[src/hdl/lfbg_pkg.sv]
// Shared constants, types and word functions of the lagged Fibonacci byte generator.
// No dependencies.
package lfbg_pkg;

   localparam int TABLE_WORDS   = 521;
   localparam int SHORT_LAG     = 32;
   localparam int SEED_WORDS    = 17;
   localparam int TABLE_BYTES   = TABLE_WORDS * 4;
   localparam int MAX_EMIT      = 64;
   localparam int COMMIT_PASSES = 4;

   localparam int WORD_W = 32;
   localparam int BYTE_W = 8;
   localparam int ADDR_W = $clog2(TABLE_WORDS + 1);
   localparam int POS_W  = $clog2(TABLE_BYTES);
   localparam int IDX_W  = 5;
   localparam int CNT_W  = 7;
   localparam int ACT_W  = 2;
   localparam int PASS_W = $clog2(COMMIT_PASSES + 1);

   // request tdata layout, lowest bit first
   localparam int REQ_IDX_LSB  = 0;
   localparam int REQ_WORD_LSB = REQ_IDX_LSB + IDX_W;
   localparam int REQ_CNT_LSB  = REQ_WORD_LSB + WORD_W;
   localparam int REQ_DATA_W   = ((REQ_CNT_LSB + CNT_W + 7) / 8) * 8;
   localparam int RSP_DATA_W   = BYTE_W;

   // seed expansion recurrence
   localparam int EXP_SHL = 23;
   localparam int EXP_SHR = 9;

   // bits 18..25 folded down to 16..23
   localparam logic [WORD_W-1:0] FIX_KEEP_MASK = 32'hFF00FFFF;
   localparam logic [WORD_W-1:0] FIX_MOVE_MASK = 32'h00FF0000;
   localparam int                FIX_SHIFT     = 2;

   typedef enum logic [ACT_W-1:0] {
      ACT_SEED   = 2'd0,
      ACT_COMMIT = 2'd1,
      ACT_EMIT   = 2'd2
   } action_type;

   typedef struct packed {
      logic              seed_wr;
      logic              load_push;
      logic              exp_step;
      logic              lag_wr;
      logic              rd_en;
      logic [ADDR_W-1:0] rd_addr_a;
      logic [ADDR_W-1:0] rd_addr_b;
      logic [ADDR_W-1:0] wr_addr;
      logic              emit;
      logic [1:0]        byte_sel;
      logic              last;
   } dp_cmd_type;

   typedef struct packed {
      logic out_free;
   } dp_stat_type;

   function automatic logic [WORD_W-1:0] bswap32(input logic [WORD_W-1:0] w);
      return {w[7:0], w[15:8], w[23:16], w[31:24]};
   endfunction

   function automatic logic [WORD_W-1:0] fix_word(input logic [WORD_W-1:0] w);
      return bswap32((w & FIX_KEEP_MASK) | ((w >> FIX_SHIFT) & FIX_MOVE_MASK));
   endfunction

endpackage

[src/hdl/lfbg_ctrl.sv]
// Sequencer of the lagged Fibonacci byte generator: seeding, expansion, lag passes, emit.
// Depends on lfbg_pkg; drives the datapath through dp_cmd_type.
module lfbg_ctrl (
   input  logic                               clock,
   input  logic                               reset,
   input  logic                               req_tvalid,
   output logic                               req_tready,
   input  logic [lfbg_pkg::REQ_DATA_W-1:0]    req_tdata,
   input  logic [lfbg_pkg::ACT_W-1:0]         req_tuser,
   output lfbg_pkg::dp_cmd_type               cmd,
   input  lfbg_pkg::dp_stat_type              stat
);
   import lfbg_pkg::*;

   typedef enum logic [2:0] {
      ST_IDLE,
      ST_LOAD,
      ST_EXPAND,
      ST_LAG,
      ST_EMIT_RD,
      ST_EMIT_OUT
   } state_type;

   state_type          state_ff, state_in;
   logic [ADDR_W-1:0]  idx_ff, idx_in;
   logic [POS_W-1:0]   pos_ff, pos_in;
   logic [CNT_W-1:0]   rem_ff, rem_in;
   logic [PASS_W-1:0]  passes_ff, passes_in;

   logic [IDX_W-1:0]   seed_index;
   logic [CNT_W-1:0]   byte_count;
   action_type         act;

   assign seed_index = req_tdata[REQ_IDX_LSB +: IDX_W];
   assign byte_count = req_tdata[REQ_CNT_LSB +: CNT_W];
   assign act        = action_type'(req_tuser);
   assign req_tready = (state_ff == ST_IDLE);

   always_comb begin
      state_in  = state_ff;
      idx_in    = idx_ff;
      pos_in    = pos_ff;
      rem_in    = rem_ff;
      passes_in = passes_ff;
      cmd       = '0;

      unique case (state_ff)
         ST_IDLE: begin
            if (req_tvalid) begin
               unique case (act)
                  ACT_SEED: begin
                     if (seed_index < IDX_W'(SEED_WORDS)) begin
                        cmd.seed_wr = 1'b1;
                        cmd.wr_addr = ADDR_W'(seed_index);
                     end
                  end
                  ACT_COMMIT: begin
                     state_in  = ST_LOAD;
                     idx_in    = '0;
                     pos_in    = '0;
                     rem_in    = '0;
                     passes_in = PASS_W'(COMMIT_PASSES);
                  end
                  ACT_EMIT: begin
                     if (byte_count != '0) begin
                        rem_in   = (byte_count > CNT_W'(MAX_EMIT)) ? CNT_W'(MAX_EMIT)
                                                                 : byte_count;
                        state_in = ST_EMIT_RD;
                     end
                  end
                  default: ;
               endcase
            end
         end

         // read raw seeds into the window, write each back in final form
         ST_LOAD: begin
            cmd.rd_en     = (idx_ff < ADDR_W'(SEED_WORDS));
            cmd.rd_addr_a = idx_ff;
            if (idx_ff != '0) begin
               cmd.load_push = 1'b1;
               cmd.wr_addr   = idx_ff - ADDR_W'(1);
            end
            if (idx_ff == ADDR_W'(SEED_WORDS)) begin
               state_in = ST_EXPAND;
            end else begin
               idx_in = idx_ff + ADDR_W'(1);
            end
         end

         ST_EXPAND: begin
            cmd.exp_step = 1'b1;
            cmd.wr_addr  = idx_ff;
            if (idx_ff == ADDR_W'(TABLE_WORDS - 1)) begin
               state_in = ST_LAG;
               idx_in   = '0;
            end else begin
               idx_in = idx_ff + ADDR_W'(1);
            end
         end

         // read word i and its partner, write the xor in the cycle after
         ST_LAG: begin
            if (idx_ff < ADDR_W'(TABLE_WORDS)) begin
               cmd.rd_en     = 1'b1;
               cmd.rd_addr_a = idx_ff;
               cmd.rd_addr_b = (idx_ff < ADDR_W'(SHORT_LAG))
                             ? idx_ff + ADDR_W'(TABLE_WORDS - SHORT_LAG)
                             : idx_ff - ADDR_W'(SHORT_LAG);
            end
            if (idx_ff != '0) begin
               cmd.lag_wr  = 1'b1;
               cmd.wr_addr = idx_ff - ADDR_W'(1);
            end
            if (idx_ff == ADDR_W'(TABLE_WORDS)) begin
               idx_in    = '0;
               passes_in = passes_ff - PASS_W'(1);
               if (passes_ff == PASS_W'(1)) begin
                  state_in = (rem_ff != '0) ? ST_EMIT_RD : ST_IDLE;
               end
            end else begin
               idx_in = idx_ff + ADDR_W'(1);
            end
         end

         ST_EMIT_RD: begin
            cmd.rd_en     = 1'b1;
            cmd.rd_addr_a = ADDR_W'(pos_ff[POS_W-1:2]);
            state_in      = ST_EMIT_OUT;
         end

         ST_EMIT_OUT: begin
            if (stat.out_free) begin
               cmd.emit     = 1'b1;
               cmd.byte_sel = pos_ff[1:0];
               cmd.last     = (rem_ff == CNT_W'(1));
               rem_in       = rem_ff - CNT_W'(1);
               if (pos_ff == POS_W'(TABLE_BYTES - 1)) begin
                  pos_in    = '0;
                  idx_in    = '0;
                  passes_in = PASS_W'(1);
                  state_in  = ST_LAG;
               end else begin
                  pos_in   = pos_ff + POS_W'(1);
                  state_in = (rem_ff == CNT_W'(1)) ? ST_IDLE : ST_EMIT_RD;
               end
            end
         end

         default: state_in = ST_IDLE;
      endcase
   end

   always_ff @(posedge clock) begin
      if (reset) begin
         state_ff  <= ST_IDLE;
         idx_ff    <= '0;
         pos_ff    <= '0;
         rem_ff    <= '0;
         passes_ff <= '0;
      end else begin
         state_ff  <= state_in;
         idx_ff    <= idx_in;
         pos_ff    <= pos_in;
         rem_ff    <= rem_in;
         passes_ff <= passes_in;
      end
   end

endmodule

[config.mk]
export PLATFORM = sky130hd
export DESIGN_NAME = lfbg_ctrl
export DESIGN_NICKNAME = d
export VERILOG_FILES = /design/src/hdl/lfbg_pkg.sv /design/src/hdl/lfbg_ctrl.sv
export SDC_FILE = /design/constraint.sdc
export NUM_CORES = 1
export LEC_CHECK = 0
export BUFFER_PORTS_ARGS = -buffer_cell sky130_fd_sc_hd__buf_2
export CORE_MARGIN = 4
export CORE_UTILIZATION = 47
export DETAILED_ROUTE_END_ITERATION = 8
export PLACE_DENSITY_LB_ADDON = 0.08
export SLEW_MARGIN = 20
export SYNTH_ARGS = -nofsm -noshare
export SYNTH_HDL_FRONTEND = slang
export SYNTH_SLANG_ARGS = --single-unit
[constraint.sdc]
create_clock -name clock -period 2.78 [get_ports clock]
set_input_delay 0.834 -clock clock [delete_from_list [all_inputs] [get_ports clock]]
set_output_delay 0.834 -clock clock [all_outputs]
set_load 0.01 [all_outputs]
== Word-level counts from Yosys, hierarchy flattened ==
Index checks and enable logic that the tools add are counted.
Word-level totals
  flip-flop bits (word level): 35
  input port bits: 54
  output and inout port bits: 40
  logic and storage cells: 111
Cells by class
  add/sub/neg operators: 7
  $lt $le $gt $ge: 5
  equal/unequal tests: 24
  mux-type cells: 56
  reductions and logical operators: 14
Operator list (number)
  $mux 10: 10
  $pmux 10 s5: 1
  $mux 12: 4
  $mux 3: 15
  $pmux 11 s3: 1
  $pmux 10 s3: 1
  $mux 7: 4
  $pmux 7 s2: 2
  $pmux 12 s2: 1
  $mux 21: 1
  $eq 10x10->1 const B: 2
  $pmux 3 s6: 1
  $ne 2x2->1 const B: 8
  $mux 5: 3
  $reduce_bool 7->1: 2
  $add 12x1->12 const B: 1
  $eq 12x12->1 const B: 1
  $reduce_and 6->1: 2
  $add 10x1->10 const B: 1
  $add 10x9->10 const B: 1
  $eq 10x5->1 const B: 1
  $lt 10x10->1 const B: 1
  $lt 10x5->1 const B: 1
  $lt 10x6->1 const B: 1
  29 further kinds: 40

== Longest topological paths before layout ==
  depth in word-level cells: 6
  mapped depth: 9

== Worst setup path after synthesis ==
No wires, ideal clock.
  kind: flip-flop to output port
  start point: register idx_ff[0]
  end point: output port cmd[11] (netlist name)
  arrival time: 2.139 ns
  slack: -0.193 ns
  cell stages (with the launch flop): 9
  buffers on the path: 2
  cells stage by stage: dfxtp_1 > clkbuf_1 > inv_1 > ha_1 > or3b_2 > clkbuf_1 > o31ai_1 > a2bb2oi_1 > mux2i_1
RTL lines
  start, declared: RTL line lfbg_ctrl.sv:25  | logic [ADDR_W-1:0] idx_ff, idx_in;
  start signal, assigned: RTL line lfbg_ctrl.sv:163  | idx_ff <= idx_in;
  end, declared: RTL line lfbg_ctrl.sv:10  | output lfbg_pkg::dp_cmd_type cmd,

==> qor.yml <==
outcome:
  outcome: "complete, but fails checks"
  failed_checks: "negative setup slack"
global_routing:
  antenna_found_initial: 0
  grt_pass1_wl_microns: 15200
  grt_usage_pct: 24.4
  grt_pass1_vias: 3063
  grt_max_degree: 19
  grt_overflow_total: 0
clock_network:
  clkLatencyLatePin_ps: 300
  clock_tree.htree_level_count: 2
  cts_tree: "built"
  numCtsBuffers: 5
  clock-sinks: 35
  clk_path_buf_depth: 2
  clk_pin_slew_ps: 70
  cts_root_buf: "clkbuf_8"
yosys:
  syn_nets: 481
  ys_types: 75
  syn_avg_cell_area_sq_um: 7.39
  yosys_warnings: 0
  ys_ff_latch: 35
  synth_flop_cell: "dfxtp_1"
  netlist_instances: 416
  synth_seq_area_share_pct: 22.8
  synthArstFlopShare_pct: 0
  synth_edf_count: 0
  syn-cell-area_sq_mm: 0.00307
route:
  via_count: 3504
  drc: 0
  drt-total-wl_microns: 9800
  ant_nets: 0
  drt_iter0_markers: 221
  wire_per_inst_microns: 16.9
  via_per_inst: 6.05
  drtPass1Iterations: 5
power_and_ir_drop:
  ir_drop_uv: 511
  sequentialPowerShare_pct: 25.6
  pwr-share-clk_pct: 19.2
  power_leakage_nw: 1.68
  p_switching_mw: 1.06
  p_int_mw: 1.41
  p_sw_share_pct: 42.8
  powerDensity_mw_per_mm2: 601
  combPwrFrac_pct: 55.2
layout:
  seqCellArea_sq_um: 708
  area_delta_synth_final_pct: 33.7
  num_antenna_cells: 0
  multi_input_area_sq_mm: 0.00240
  drive_gt1_share_pct: 33.5
  finalNetCount: 566
  nFillCells: 549
worst_setup_path:
  cp.required_ps: 1950
  path_cells: "inv_2, ha_4, or3b_4, buf_12, o31ai_4, a2bb2oi_1, mux2i_1, buf_2"
  cp-end-kind: "output pin"
  cp-startpoint: "idx_ff[1]$_SDFFE_PP0P_"
  critPathMaxFanout: 4
  slowest_stage: "or3b_4"
  r2r_start: "pos_ff[0]$_SDFFE_PP0P_"
  cp.arrival_ps: 2150
  crit_type: "reg -> out"
  cpPeakStageDelay_ps: 420
  cp-start-kind: "flop"
die:
  dieArea_sq_mm: 0.00790
  start_util_pct: 48.4
  ios: 94
  die_x_microns: 88.9
  die_y_microns: 88.9
  std_cell_rows: 29
  core-area_sq_mm: 0.00635
job:
  maxCapViolCount: 0
placement:
  numPortBuffers: 57
  dp_hpwl_microns: 7130
  dpl_worst_slack_ps: -114
  routabilityCongestion: 0.919
sta:
  setup_viol: 30
  setup_ws_ps: -207
  hold_viol: 0
  slew_headroom_pct: 52.4
  post-route-min-period_ps: 2990
  fin_setup_tns_ps: -3100
  fmax_mhz: 335
  rsz0062_at_grt: "yes"
  worst_pin_slew_ps: 711
  finalClockSkew_ps: 6.03
  min_period_over_period_pct: 107
  finalMaxSlewViolations: 0
hold_path:
  holdCritPathClass: "reg -> reg"
  hp-start: "passes_ff[2]$_SDFFE_PP0P_"
## cells in the mapped netlist, types with 3 or more instances
| cell | instances | area share (%) |
|---|---|---|
| a211oi_1 | 4 | 0.98 |
| a21o_1 | 3 | 0.73 |
| a21oi_1 | 27 | 4.4 |
| a22oi_1 | 6 | 1.5 |
| a31oi_1 | 9 | 1.8 |
| a32o_1 | 10 | 3.3 |
| and2_1 | 4 | 0.81 |
| and3_1 | 6 | 1.2 |
| and4_1 | 3 | 0.85 |
| buf_2 | 6 | 0.98 |
| clkbuf_1 | 19 | 2.3 |
| dfxtp_1 | 35 | 23 |
| ha_1 | 11 | 4.5 |
| inv_1 | 14 | 1.7 |
| mux2i_1 | 3 | 0.98 |
| nand2_1 | 33 | 4.0 |
| nand2b_1 | 18 | 3.7 |
| nand3_1 | 19 | 3.1 |
| nand4_1 | 6 | 1.2 |
| nor2_1 | 44 | 5.4 |
| nor2b_1 | 6 | 1.2 |
| nor3_1 | 14 | 2.3 |
| nor4_1 | 3 | 0.61 |
| o21a_1 | 3 | 0.73 |
| o21ai_0 | 13 | 2.1 |
| o31ai_1 | 3 | 0.73 |
| o32ai_1 | 8 | 2.3 |
| or3_1 | 8 | 1.6 |
| or3b_2 | 3 | 0.85 |
| or4_1 | 3 | 0.73 |
| xnor2_1 | 9 | 2.6 |
| xor2_1 | 7 | 2.0 |
## layer usage
| layer | GRT usage (%) | part of all wire [%] | vias up |
|---|---|---|---|
| li1 | - | - | 1719 |
| met1 | 32.1 | 44 | 1645 |
| met2 | 41.6 | 49 | 129 |
| met3 | 3.17 | 6.5 | 11 |
| met4 | 6.73 | 1.0 | 0 |
| met5 | 0 | 0 | - |
## final timing paths
| kind | endpoint | slack, ps | depth (start not counted) |
|---|---|---|---|
| worst max-delay path | cmd[11] | -210 | 8 |
| worst min-delay path | passes_ff[2]$_SDFFE_PP0P_ | 490 | 2 |
| worst max register to register | idx_ff[8]$_SDFFE_PP0P_ | 540 | 6 |
| worst min register to register | passes_ff[2]$_SDFFE_PP0P_ | 490 | 2 |
## critical path: cells and delay by family, from the launching register on
family	cells	cell delay [ps]
AO/OA/AOI/OAI	2	510
AND/OR/NAND/NOR	1	420
buffers and inverters	3	370
flip-flops	1	340
adder cells (fa/ha/maj)	1	130
multiplexers	1	90
## cells in the final DEF (no fill, tap or decap), drive strengths merged, types with 3 or more instances in the layout
cell	n
a211oi	5
a21boi	3
a21o	3
a21oi	27
a22oi	6
a31oi	9
a32o	10
and2	4
and3	6
and4	3
buf	107
clkbuf	5
dfxtp	35
ha	11
inv	14
mux2i	3
nand2	35
nand2b	18
nand3	19
nand4	6
nor2	45
nor2b	6
nor3	17
nor4	4
o21a	3
o21ai	14
o31ai	3
o32ai	8
or3	8
or3b	4
or4	4
xnor2	9
xor2	7
## area by class of cell
class                   instances  area share, %
multi-input cells             338           58.4
repair buffers                107           17.9
flip-flops and latches         35           17.2
well taps                      77           2.34
clock buffers                   5           1.67
inverters                      14           1.34
clock inverters                 3           1.07
## sequential cells by signal, indices dropped and copies added, names as in the netlist
name,flops
pos_ff,12
passes_ff,3
rem_ff,7
idx_ff,10
state_ff,3
## power groups by stage
stage | Clock (mW) | Sequential (mW) | Combinational (mW)
after CTS | 0.481 | 0.627 | 1.26
after detailed placement | 0 | 0.632 | 1.23
after floorplan | 0 | 0.606 | 0.888
after global routing | 0.502 | 0.643 | 1.48
final | 0.474 | 0.632 | 1.37
after global placement | 0 | 0.629 | 1.21
## per-stage QoR
stage	std cells	util (%)	hold slack [ps]	power, mW	cell area, sq um
after floorplan	416	-	458	1.49	3090
after global placement	561	57.4	471	1.84	3640
after detailed placement	561	57.4	484	1.86	3640
after CTS	571	61.0	500	2.36	3870
after global routing	579	64.7	519	2.63	4110
final	579	64.7	493	2.47	4110
## timing repair
| item | CTS | global route |
|---|---|---|
| gates cloned | 1 | 0 |
| gates resized for setup | 26 | 40 |
| pin swaps | 11 | 27 |
| endpoints found under the setup margin | 33 | 34 |
| hold buffers | 0 | 0 |
| buffers inserted | 1 | 8 |
## kinds of logic after synthesis
kind of cell	count (synthesis)	synth area share, %
buf+inv	44	6.23
xor+xnor	16	4.56
flops	35	22.8
simple gates	189	33.5
compound gates	118	27.5
mux	3	0.977
fa+ha+maj	11	4.48
No activity file was read; power rests on OpenSTA's default activity.
